## config.mk

```make
export PLATFORM = sky130hd
export DESIGN_NAME = scanline_triangle_filler_top
export DESIGN_NICKNAME = d
export VERILOG_FILES = /design/src/stf_pkg.sv /design/src/stf_edge_walker.sv /design/src/scanline_triangle_filler_top.sv
export SDC_FILE = /design/constraint.sdc
export NUM_CORES = 2
export LEC_CHECK = 0
export ABC_AREA = 1
export BUFFER_PORTS_ARGS = -buffer_cell sky130_fd_sc_hd__buf_2
export CELL_PAD_IN_SITES_DETAIL_PLACEMENT = 1
export CELL_PAD_IN_SITES_GLOBAL_PLACEMENT = 2
export CORE_UTILIZATION = 36
export DETAILED_ROUTE_END_ITERATION = 6
export HOLD_SLACK_MARGIN = 0.06
export PLACE_DENSITY_LB_ADDON = 0.3
export SYNTH_ARGS = -nofsm -noshare
export SYNTH_HDL_FRONTEND = slang
export SYNTH_SLANG_ARGS = --single-unit
```

## constraint.sdc

```tcl
create_clock -name clk -period 7 [get_ports clk]
set_clock_uncertainty 0.2 [all_clocks]
set_input_delay 0 -clock clk [delete_from_list [all_inputs] [get_ports clk]]
set_output_delay 0 -clock clk [all_outputs]
set_load 0.01 [all_outputs]
```

## src/stf_pkg.sv

```systemverilog
// ----------------------------------------------------------------------------
// stf_pkg: shared types and constants of the scanline triangle filler
// coordinate and error widths, phase encodings, register map, request and
// result structs
// ----------------------------------------------------------------------------
package stf_pkg;

  localparam int COORD_BITS = 12;
  localparam int DELTA_BITS = COORD_BITS + 1;
  localparam int ERR_BITS   = COORD_BITS + 2;
  localparam int COLOR_BITS = 8;
  localparam int ADDR_BITS  = 5;
  localparam int DATA_BITS  = 32;

  typedef logic signed [COORD_BITS-1:0] coord_t;
  typedef logic signed [DELTA_BITS-1:0] delta_t;
  typedef logic signed [ERR_BITS-1:0]   err_t;
  typedef logic [COLOR_BITS-1:0]        color_t;

  // action codes of an input request
  typedef logic [1:0] action_t;
  localparam action_t ACT_TICK      = 2'd0;
  localparam action_t ACT_START     = 2'd1;
  localparam action_t ACT_CLEAR     = 2'd2;
  localparam action_t ACT_CLEAR_ALT = 2'd3;

  // register indexes (byte address = 4 * index)
  typedef enum logic [2:0] {
    REG_V0X   = 3'd0,
    REG_V0Y   = 3'd1,
    REG_V1X   = 3'd2,
    REG_V1Y   = 3'd3,
    REG_V2X   = 3'd4,
    REG_V2Y   = 3'd5,
    REG_COLOR = 3'd6
  } reg_idx_t;

  typedef enum logic [3:0] {
    PH_IDLE     = 4'd0,
    PH_INIT_A   = 4'd1,
    PH_INIT_B0  = 4'd2,
    PH_INIT_B1  = 4'd3,
    PH_START_A  = 4'd4,
    PH_START_B  = 4'd5,
    PH_START_H  = 4'd6,
    PH_EDGE     = 4'd7,
    PH_HLINE    = 4'd8,
    PH_DONE     = 4'd9
  } fill_phase_t;

  typedef enum logic [1:0] {
    W_IDLE  = 2'd0,
    W_INIT0 = 2'd1,
    W_INIT1 = 2'd2,
    W_DRAW  = 2'd3
  } walk_phase_t;

  typedef struct packed {
    logic clr;
    logic go;
    logic en;
  } walk_ctl_t;

  typedef struct packed {
    coord_t x0;
    coord_t y0;
    coord_t x1;
    coord_t y1;
  } edge_t;

  typedef struct packed {
    action_t action;
    logic    out_ready;
  } stf_in_t;

  typedef struct packed {
    coord_t pixel_x;
    coord_t pixel_y;
    logic   pixel_valid;
    color_t pixel_color;
    logic   busy_res;
    logic   done_res;
  } stf_out_t;

endpackage

```

## src/stf_edge_walker.sv

```systemverilog
// ----------------------------------------------------------------------------
// stf_edge_walker: downward-only bresenham edge stepper
// moves one step per enabled request, x left or right, y only down
// ----------------------------------------------------------------------------
module stf_edge_walker import stf_pkg::*; (
  input  logic      clk,
  input  logic      rst_n,
  input  logic      step,
  input  walk_ctl_t ctl,
  input  edge_t     ends,
  output coord_t    pos_x,
  output coord_t    pos_y,
  output logic      busy
);

  typedef logic signed [ERR_BITS:0] e2_t;

  walk_phase_t ph_r, ph_nxt;
  logic        right_r, right_nxt;
  err_t        err_r, err_nxt;
  delta_t      dx_r, dx_nxt;
  delta_t      dy_r, dy_nxt;
  coord_t      x_r, x_nxt;
  coord_t      y_r, y_nxt;

  e2_t    e2;
  logic   mx;
  logic   my;
  coord_t x_step;

  assign e2     = $signed({err_r, 1'b0});
  assign mx     = e2 >= e2_t'(dy_r);
  assign my     = e2 <= e2_t'(dx_r);
  assign x_step = right_r ? x_r + coord_t'(1) : x_r - coord_t'(1);

  always_comb begin
    ph_nxt    = ph_r;
    right_nxt = right_r;
    err_nxt   = err_r;
    dx_nxt    = dx_r;
    dy_nxt    = dy_r;
    x_nxt     = x_r;
    y_nxt     = y_r;
    unique case (ph_r)
      W_DRAW: begin
        if (ctl.en) begin
          if (x_r == ends.x1 && y_r == ends.y1) begin
            ph_nxt = W_IDLE;
          end else if (mx && my) begin
            x_nxt   = x_step;
            y_nxt   = y_r + coord_t'(1);
            err_nxt = err_r + err_t'(dy_r) + err_t'(dx_r);
          end else if (mx) begin
            x_nxt   = x_step;
            err_nxt = err_r + err_t'(dy_r);
          end else if (my) begin
            y_nxt   = y_r + coord_t'(1);
            err_nxt = err_r + err_t'(dx_r);
          end
        end
      end
      W_INIT0: begin
        ph_nxt = W_INIT1;
        dx_nxt = right_r ? delta_t'(ends.x1) - delta_t'(ends.x0)
                         : delta_t'(ends.x0) - delta_t'(ends.x1);
        dy_nxt = delta_t'(ends.y0) - delta_t'(ends.y1);
      end
      W_INIT1: begin
        ph_nxt  = W_DRAW;
        err_nxt = err_t'(dx_r) + err_t'(dy_r);
        x_nxt   = ends.x0;
        y_nxt   = ends.y0;
      end
      default: begin
        if (ctl.go) begin
          ph_nxt    = W_INIT0;
          right_nxt = ends.x0 < ends.x1;
        end
      end
    endcase
    if (ctl.clr) begin
      ph_nxt = W_IDLE;
    end
  end

  always_ff @(posedge clk) begin
    if (!rst_n) begin
      ph_r    <= W_IDLE;
      right_r <= 1'b0;
      err_r   <= '0;
      dx_r    <= '0;
      dy_r    <= '0;
      x_r     <= '0;
      y_r     <= '0;
    end else if (step) begin
      ph_r    <= ph_nxt;
      right_r <= right_nxt;
      err_r   <= err_nxt;
      dx_r    <= dx_nxt;
      dy_r    <= dy_nxt;
      x_r     <= x_nxt;
      y_r     <= y_nxt;
    end
  end

  assign pos_x = x_r;
  assign pos_y = y_r;
  assign busy  = ph_r != W_IDLE;

endmodule

```

## src/scanline_triangle_filler_top.sv

```systemverilog
// ----------------------------------------------------------------------------
// scanline_triangle_filler_top: filled-triangle rasterizer, one tick per request
// sorts three vertices by y, walks the long and the two short edges and emits
// each row as a left-to-right span of pixels
// ----------------------------------------------------------------------------
// Each input request is one tick of the rasterizer and produces exactly one
// result in the next cycle, through an output register; a new request is taken
// every cycle as long as that register is empty or being drained, so the
// sustained rate is one request per clock. All state touched by a request
// (fill sequencer, both edge walkers, span stepper) updates
// in the accepting cycle; the longest path is the edge walker error update
// (a 15-bit compare feeding a 14-bit add). The vertex and color registers sit
// on an APB-style port at byte addresses 0..24; vertices are latched and
// sorted when a start request arrives in idle, the color is applied live to
// each emitted pixel. A start while busy is ignored, a clear (action 2 or 3)
// returns every sequencer to idle.
// ----------------------------------------------------------------------------
module scanline_triangle_filler_top import stf_pkg::*; (
  input  logic                 clk,
  input  logic                 rst_n,
  // request channel
  input  logic                 in_valid,
  output logic                 in_stall,
  input  stf_in_t              in_data,
  // result channel
  output logic                 out_valid,
  input  logic                 out_stall,
  output stf_out_t             out_data,
  // register port
  input  logic                 psel,
  input  logic                 penable,
  input  logic                 pwrite,
  input  logic [ADDR_BITS-1:0] paddr,
  input  logic [DATA_BITS-1:0] pwdata,
  output logic [DATA_BITS-1:0] prdata,
  output logic                 pready
);

  // --------------------------------------------------------------------------
  // register file
  // --------------------------------------------------------------------------
  coord_t   v0x_r, v0y_r, v1x_r, v1y_r, v2x_r, v2y_r;
  color_t   color_r;
  reg_idx_t reg_idx;
  logic     cfg_wr;

  assign pready  = 1'b1;
  assign reg_idx = reg_idx_t'(paddr[ADDR_BITS-1:2]);
  assign cfg_wr  = psel && penable && pwrite;

  always_ff @(posedge clk) begin
    if (!rst_n) begin
      v0x_r   <= '0;
      v0y_r   <= '0;
      v1x_r   <= '0;
      v1y_r   <= '0;
      v2x_r   <= '0;
      v2y_r   <= '0;
      color_r <= '0;
    end else if (cfg_wr) begin
      unique case (reg_idx)
        REG_V0X:   v0x_r   <= pwdata[COORD_BITS-1:0];
        REG_V0Y:   v0y_r   <= pwdata[COORD_BITS-1:0];
        REG_V1X:   v1x_r   <= pwdata[COORD_BITS-1:0];
        REG_V1Y:   v1y_r   <= pwdata[COORD_BITS-1:0];
        REG_V2X:   v2x_r   <= pwdata[COORD_BITS-1:0];
        REG_V2Y:   v2y_r   <= pwdata[COORD_BITS-1:0];
        REG_COLOR: color_r <= pwdata[COLOR_BITS-1:0];
        default: ;  // write past the register map is dropped
      endcase
    end
  end

  // read back zero-extended
  always_comb begin
    unique case (reg_idx)
      REG_V0X:   prdata = DATA_BITS'(unsigned'(v0x_r));
      REG_V0Y:   prdata = DATA_BITS'(unsigned'(v0y_r));
      REG_V1X:   prdata = DATA_BITS'(unsigned'(v1x_r));
      REG_V1Y:   prdata = DATA_BITS'(unsigned'(v1y_r));
      REG_V2X:   prdata = DATA_BITS'(unsigned'(v2x_r));
      REG_V2Y:   prdata = DATA_BITS'(unsigned'(v2y_r));
      REG_COLOR: prdata = DATA_BITS'(color_r);
      default:   prdata = '0;
    endcase
  end

  // --------------------------------------------------------------------------
  // request handshake: output register parts the two sides
  // --------------------------------------------------------------------------
  logic  acc;
  logic  go;
  logic  clr;
  logic  rdy;

  assign in_stall = out_valid && out_stall;
  assign acc      = in_valid && !in_stall;
  assign go       = in_data.action == ACT_START;
  assign clr      = in_data.action inside {ACT_CLEAR, ACT_CLEAR_ALT};
  assign rdy      = in_data.out_ready;

  // --------------------------------------------------------------------------
  // state
  // --------------------------------------------------------------------------
  fill_phase_t phase_r, phase_nxt;
  coord_t      sx_r [3];
  coord_t      sy_r [3];
  coord_t      sx_nxt [3];
  coord_t      sy_nxt [3];
  edge_t       ea_r, ea_nxt;         // long edge endpoints
  edge_t       eb_r, eb_nxt;         // short edge endpoints
  coord_t      prev_y_r, prev_y_nxt; // current row
  coord_t      prev_xa_r, prev_xa_nxt;
  coord_t      prev_xb_r, prev_xb_nxt;
  coord_t      x0h_r, x0h_nxt;
  coord_t      x1h_r, x1h_nxt;
  coord_t      xh_r, xh_nxt;
  logic        span_on_r, span_on_nxt;
  logic        second_b_r, second_b_nxt;
  logic        done_r, done_nxt;

  coord_t      wa_x, wa_y, wb_x, wb_y;
  logic        wa_busy, wb_busy;
  walk_ctl_t   wa_ctl, wb_ctl;

  // both walkers have left the current row or are idle
  logic        row_walked;
  assign row_walked = (wa_y != prev_y_r || !wa_busy) && (wb_y != prev_y_r || !wb_busy);

  // --------------------------------------------------------------------------
  // fill sequencer: next phase
  // --------------------------------------------------------------------------
  always_comb begin
    phase_nxt = phase_r;
    unique case (phase_r)
      PH_INIT_A:  phase_nxt = PH_INIT_B0;
      PH_INIT_B0: phase_nxt = PH_START_A;
      PH_INIT_B1: phase_nxt = PH_START_B;
      PH_START_A: phase_nxt = PH_START_B;
      PH_START_B: phase_nxt = PH_EDGE;
      PH_EDGE: begin
        if (row_walked) begin
          phase_nxt = PH_START_H;
        end
      end
      PH_START_H: phase_nxt = PH_HLINE;
      PH_HLINE: begin
        if (!span_on_r) begin
          if (!wb_busy) begin
            // long edge unfinished after the first short edge: take the second
            phase_nxt = (wa_busy && !second_b_r) ? PH_INIT_B1 : PH_DONE;
          end else begin
            phase_nxt = PH_EDGE;
          end
        end
      end
      PH_DONE: phase_nxt = PH_IDLE;
      default: phase_nxt = go ? PH_INIT_A : PH_IDLE;
    endcase
    if (clr) begin
      phase_nxt = PH_IDLE;
    end
  end

  // --------------------------------------------------------------------------
  // fill sequencer: datapath loads
  // --------------------------------------------------------------------------
  always_comb begin
    coord_t tx;
    coord_t ty;
    coord_t vx [3];
    coord_t vy [3];

    // three compare-and-swap stages on y: 0/2, 0/1, 1/2
    tx = '0;
    ty = '0;
    vx[0] = v0x_r; vy[0] = v0y_r;
    vx[1] = v1x_r; vy[1] = v1y_r;
    vx[2] = v2x_r; vy[2] = v2y_r;
    if (vy[0] > vy[2]) begin
      tx = vx[0]; vx[0] = vx[2]; vx[2] = tx;
      ty = vy[0]; vy[0] = vy[2]; vy[2] = ty;
    end
    if (vy[0] > vy[1]) begin
      tx = vx[0]; vx[0] = vx[1]; vx[1] = tx;
      ty = vy[0]; vy[0] = vy[1]; vy[1] = ty;
    end
    if (vy[1] > vy[2]) begin
      tx = vx[1]; vx[1] = vx[2]; vx[2] = tx;
      ty = vy[1]; vy[1] = vy[2]; vy[2] = ty;
    end

    sx_nxt       = sx_r;
    sy_nxt       = sy_r;
    ea_nxt       = ea_r;
    eb_nxt       = eb_r;
    prev_y_nxt   = prev_y_r;
    prev_xa_nxt  = prev_xa_r;
    prev_xb_nxt  = prev_xb_r;
    x0h_nxt      = x0h_r;
    x1h_nxt      = x1h_r;
    second_b_nxt = second_b_r;
    done_nxt     = done_r;

    unique case (phase_r)
      PH_INIT_A: begin
        ea_nxt      = '{x0: sx_r[0], y0: sy_r[0], x1: sx_r[2], y1: sy_r[2]};
        prev_xa_nxt = sx_r[0];
        prev_xb_nxt = sx_r[0];
      end
      PH_INIT_B0: begin
        second_b_nxt = 1'b0;
        eb_nxt       = '{x0: sx_r[0], y0: sy_r[0], x1: sx_r[1], y1: sy_r[1]};
        prev_y_nxt   = sy_r[0];
      end
      PH_INIT_B1: begin
        second_b_nxt = 1'b1;
        eb_nxt       = '{x0: sx_r[1], y0: sy_r[1], x1: sx_r[2], y1: sy_r[2]};
        prev_y_nxt   = sy_r[1];
      end
      PH_START_A, PH_START_B, PH_START_H: ;
      PH_EDGE: begin
        if (row_walked) begin
          x0h_nxt = (prev_xa_r > prev_xb_r) ? prev_xb_r : prev_xa_r;
          x1h_nxt = (prev_xa_r > prev_xb_r) ? prev_xa_r : prev_xb_r;
        end
      end
      PH_HLINE: begin
        if (!span_on_r) begin
          prev_y_nxt  = wb_y;
          prev_xa_nxt = wa_x;
          prev_xb_nxt = wb_x;
        end
      end
      PH_DONE: done_nxt = 1'b1;
      default: begin
        if (go) begin
          sx_nxt = vx;
          sy_nxt = vy;
        end
        done_nxt = 1'b0;
      end
    endcase
    if (clr) begin
      done_nxt     = 1'b0;
      second_b_nxt = 1'b0;
    end
  end

  // --------------------------------------------------------------------------
  // edge walkers see the updated phase, row and endpoints
  // --------------------------------------------------------------------------
  always_comb begin
    wa_ctl.clr = clr;
    wa_ctl.go  = phase_nxt == PH_START_A;
    wa_ctl.en  = phase_nxt == PH_EDGE && wa_y == prev_y_nxt;
    wb_ctl.clr = clr;
    wb_ctl.go  = phase_nxt == PH_START_B;
    wb_ctl.en  = phase_nxt == PH_EDGE && wb_y == prev_y_nxt;
  end

  stf_edge_walker u_walk_a (
    .clk   (clk),
    .rst_n (rst_n),
    .step  (acc),
    .ctl   (wa_ctl),
    .ends  (ea_nxt),
    .pos_x (wa_x),
    .pos_y (wa_y),
    .busy  (wa_busy)
  );

  stf_edge_walker u_walk_b (
    .clk   (clk),
    .rst_n (rst_n),
    .step  (acc),
    .ctl   (wb_ctl),
    .ends  (eb_nxt),
    .pos_x (wb_x),
    .pos_y (wb_y),
    .busy  (wb_busy)
  );

  // --------------------------------------------------------------------------
  // span stepper and result
  // --------------------------------------------------------------------------
  stf_out_t res;

  always_comb begin
    span_on_nxt = span_on_r;
    xh_nxt      = xh_r;
    if (span_on_r) begin
      if (rdy) begin
        if (xh_r == x1h_nxt) begin
          span_on_nxt = 1'b0;
        end else begin
          xh_nxt = xh_r + coord_t'(1);
        end
      end
    end else if (phase_nxt == PH_START_H) begin
      span_on_nxt = 1'b1;
      xh_nxt      = x0h_nxt;
    end
    if (clr) begin
      span_on_nxt = 1'b0;
    end

    res.pixel_x     = xh_nxt;
    res.pixel_y     = prev_y_nxt;
    res.pixel_valid = span_on_nxt && rdy;
    res.pixel_color = (span_on_nxt && rdy) ? color_r : '0;
    res.busy_res    = phase_nxt != PH_IDLE;
    res.done_res    = done_nxt;
  end

  always_ff @(posedge clk) begin
    if (!rst_n) begin
      phase_r    <= PH_IDLE;
      sx_r       <= '{default: '0};
      sy_r       <= '{default: '0};
      ea_r       <= '0;
      eb_r       <= '0;
      prev_y_r   <= '0;
      prev_xa_r  <= '0;
      prev_xb_r  <= '0;
      x0h_r      <= '0;
      x1h_r      <= '0;
      xh_r       <= '0;
      span_on_r  <= 1'b0;
      second_b_r <= 1'b0;
      done_r     <= 1'b0;
    end else if (acc) begin
      phase_r    <= phase_nxt;
      sx_r       <= sx_nxt;
      sy_r       <= sy_nxt;
      ea_r       <= ea_nxt;
      eb_r       <= eb_nxt;
      prev_y_r   <= prev_y_nxt;
      prev_xa_r  <= prev_xa_nxt;
      prev_xb_r  <= prev_xb_nxt;
      x0h_r      <= x0h_nxt;
      x1h_r      <= x1h_nxt;
      xh_r       <= xh_nxt;
      span_on_r  <= span_on_nxt;
      second_b_r <= second_b_nxt;
      done_r     <= done_nxt;
    end
  end

  // output register: loaded on every accepted request, held while stalled
  logic     out_valid_r, out_valid_nxt;
  stf_out_t out_data_r;

  assign out_valid_nxt = acc ? 1'b1 : (out_valid_r && out_stall);

  always_ff @(posedge clk) begin
    if (!rst_n) begin
      out_valid_r <= 1'b0;
    end else begin
      out_valid_r <= out_valid_nxt;
    end
  end

  always_ff @(posedge clk) begin
    if (acc) begin
      out_data_r <= res;
    end
  end

  assign out_valid = out_valid_r;
  assign out_data  = out_data_r;

endmodule

```

==> summary.txt <==
Logic synthesis
  – Synthesis-stage register bit count: 497
  – Synth warnings: 0
  – Post-Synthesis Cell Area: 0.0368 sq mm
  – Post-synthesis instance total: 5501
  – Mean instance size in the synthesized netlist: 6.70 sq um
  – Post-synth cell types: 67
  – Sequential area share after synthesis: 0.280
  – Post-synthesis async set-or-reset flop share: 0
  – Number of enable flip-flop cells after synthesis: 35
  – Top FF cell, synth: sky130_fd_sc_hd__dfxtp_1

Floorplan
  – Initial standard-cell utilization of the core: 0.366
  – Area of the die: 0.104 sq mm
  – Height of the chip: 322 um
  – Floorplan die width: 322 um
  – I/O pin count: 117
  – Core footprint: 0.101 sq mm
  – Core Rows: 116

Power and ir drop
  – Leakage Power: 0.0191 uW
  – Overall power: 11100 uW
  – Power density relative to cell area: 271 mW/mm^2
  – Peak VDD IR: 329 uV

GRT
  – Largest net degree at the start of global routing: 189
  – Combined global-route utilization of all metal layers: 0.272
  – Number of antenna violations at the first check in global routing: 0
  – First-pass GRT wire length: 220000 um
  – Remaining global-route overflow: 0
  – Via count of the first global-routing pass: 36.0k

Hold path
  – Number of instances on the worst hold path: 5
  – Class of the most critical hold timing path: in2reg

CTS
  – Post-CTS Setup Inserts: 0
  – Clock insertion delay at the later pin of the skew report: 640 ps
  – CTS root buffer: sky130_fd_sc_hd__clkbuf_16
  – Buffer levels on the longest clock path: 3
  – Clock net sink count: 497
  – Number of buffers added by the clock tree synthesis step: 67
  – CTS tree: yes
  – H-tree levels: 3
  – Clk slew on worst S/H paths: 60 ps

Setup path
  – Timing startpoint of the critical path: v2y_r[1]$_SDFFE_PN0P_
  – Reg2reg setup slack: 570 ps
  – Number of cells traversed by the worst register-to-register path: 35
  – WS Path Type: reg2reg
  – Maximum fanout count along the critical path: 48
  – Endpoint of the lowest-slack register-to-register path: sx_r[20]$_SDFFE_PN0P_
  – Worst R2R Start: v2y_r[1]$_SDFFE_PN0P_
  – Top cell by count, worst path: sky130_fd_sc_hd__inv_1
  – Critical path capture point type: flip-flop
  – Arrival time worst endpoint: 6690 ps
  – Endpoint of the most critical setup path: sx_r[20]$_SDFFE_PN0P_
  – Master of the slowest instance on the critical path: sky130_fd_sc_hd__buf_6
  – Startpoint kind of the worst setup timing path: flip-flop
  – Critical Path RT: 7270 ps
  – Worst stage delay on the critical path: 350 ps

Routing
  – Final antenna-violating net count: 0
  – Number of vias per cell after detailed routing: 5.42
  – Number of DRC markers after the initial detailed-route iteration: 2516
  – Total iterations of the first detailed-routing run: 5
  – Total number of vias: 37.2k
  – WL/cell: 20.9 um
  – Total Wirelength: 143000 um
  – Number of remaining DRC errors: 0

Layout
  – Share of cells above drive strength 1: 0.0531
  – Non-Filler Instances: 6873
  – Final Net Count: 5842
  – Most common cell after layout, fill and taps aside: sky130_fd_sc_hd__nand2_1
  – Top library cells by usage in the layout, fill and taps aside: sky130_fd_sc_hd__nand2_1 (1039), sky130_fd_sc_hd__inv_1 (736), sky130_fd_sc_hd__a21oi_1 (645)
  – Filler instances: 13.0k
  – Area growth from synthesis to layout: 10.5%
  – Utilization after layout: 0.404
  – Total inserted antenna cells: 0

Timing
  – Endpoints failing hold: 0
  – Finish-stage setup viols: 0
  – Setup_tns: 0 ps
  – Minimum period implied by the final worst setup slack: 6430 ps
  – Top achievable clock speed: 0.156 GHz
  – Period utilization: 0.918
  – Final Max Tran Viols: 0
  – Max-slew headroom at the worst pin: 0.225
  – Worst Max-Slew Pin Slew: 1160 ps

Placed design
  – Post-DP HPWL: 108000 um
  – Cell count after placement: 6727
  – Buffers on Ports: 73
  – GPL Wtd Cong: 0.924

Flow run
  – Number of maximum-capacitance constraint violations: 0

Status
  – Result of the run: finished clean
[registers in the layout, indices dropped and copies added (netlist names), 13 cells and up]
signal and count:
eb_r 48, u_walk_a.dy_r 13, ea_r 48, u_walk_b.dy_r 13, out_data 35, sy_r 36
u_walk_a.dx_r 13, u_walk_b.err_r 14, u_walk_b.dx_r 13, u_walk_a.err_r 14, sx_r 36
[kinds of logic after synthesis]
logic type | Yosys count | share of synthesized area
other | 2 | 0.000204
and+or+nand+nor | 1932 | 0.222
AOI/OAI and AO/OA | 1505 | 0.227
DFF | 497 | 0.280
buffers and inverters | 1033 | 0.109
muxes | 3 | 0.000849
xor gates and xnor gates | 200 | 0.0475
adders and majority gates | 329 | 0.115
[power by group]
part / total, uW / internal [uW] / leakage (uW) / switching [uW]
combinational: 4360 / 1380 / 0.0140 / 2980
sequential: 3290 / 3060 / 0.00412 / 236
clock: 3390 / 1960 / 0.00102 / 1440
total: 11100 / 6390 / 0.0191 / 4660
[per-layer routing]
| metal | share of wire | GRT usage | wire length [um] |
|---|---|---|---|
| met1 | 0.50 | 0.388 | 71000 |
| met2 | 0.44 | 0.436 | 63700 |
| met3 | 0.036 | 0.0278 | 5130 |
| met4 | 0.025 | 0.0692 | 3570 |
| met5 | 0 | 0 | 0 |
[repair_timing]
action / 4_1_cts / 5_1_grt
hold buffers: 27 / 0
resized for setup: 0 / 4
hold endpoints to repair: 217 / 0
endpoints found under the setup margin: 0 / 48
[how the worst min path moves through the flow]
| stage | slack [ps] | endpoint | start |
|---|---|---|---|
| 2_1_floorplan | -80 | in_stall | out_stall |
| 6_report | 90 | color_r[3]$_SDFFE_PN0P_ | penable |
| 3_3_place_gp | 70 | out_valid$_SDFF_PN0_ | out_stall |
| 3_5_place_dp | 80 | out_valid$_SDFF_PN0_ | out_stall |
| 4_1_cts | 70 | color_r[3]$_SDFFE_PN0P_ | penable |
| 5_1_grt | 160 | v2y_r[4]$_SDFFE_PN0P_ | pwdata[4] |
[synthesized netlist by cell type, drive strengths merged, types with 40 or more instances]
cell type / number / area share
o21ai: 560 / 0.077
xor2: 159 / 0.038
a21oi: 647 / 0.088
o221ai: 44 / 0.010
xnor2: 41 / 0.0097
buf: 64 / 0.0099
nand2: 1044 / 0.11
ha: 313 / 0.11
inv: 752 / 0.077
nand3: 373 / 0.051
a31oi: 44 / 0.0075
clkbuf: 210 / 0.021
o211ai: 54 / 0.011
nand4: 72 / 0.012
nor2: 344 / 0.036
o22ai: 40 / 0.0068
nor3: 45 / 0.0061
dfxtp: 462 / 0.25
[worst max-delay path: cells and delay by family, from the launching register on]
kind	cells	cell delay, ps
compound gates	13	2020
buf+inv	8	1320
simple gates	10	1240
fa+ha+maj	3	940
flops	1	320
xor+xnor	1	190
[stage by stage]
stage	worst slack (ps)	hold WS [ps]	cell area [sq um]
6_report	573	93.3	40700
5_1_grt	-10.1	161	40700
4_1_cts	334	65.9	40700
3_5_place_dp	354	80.2	38300
3_3_place_gp	419	74.2	38300
2_1_floorplan	980	-79.9	36900
[cell type report]
class / count / area [sq um] / area share
well taps: 1357 / 1700 / 0.0417
inverters: 759 / 2860 / 0.0702
multi-input cells: 3990 / 22700 / 0.557
clock buffers: 100 / 1970 / 0.0485
repair buffers: 151 / 1060 / 0.0260
flip-flops and latches: 497 / 10300 / 0.253
clock inverters: 19 / 153 / 0.00375
No activity file was read; power rests on OpenSTA's default activity.
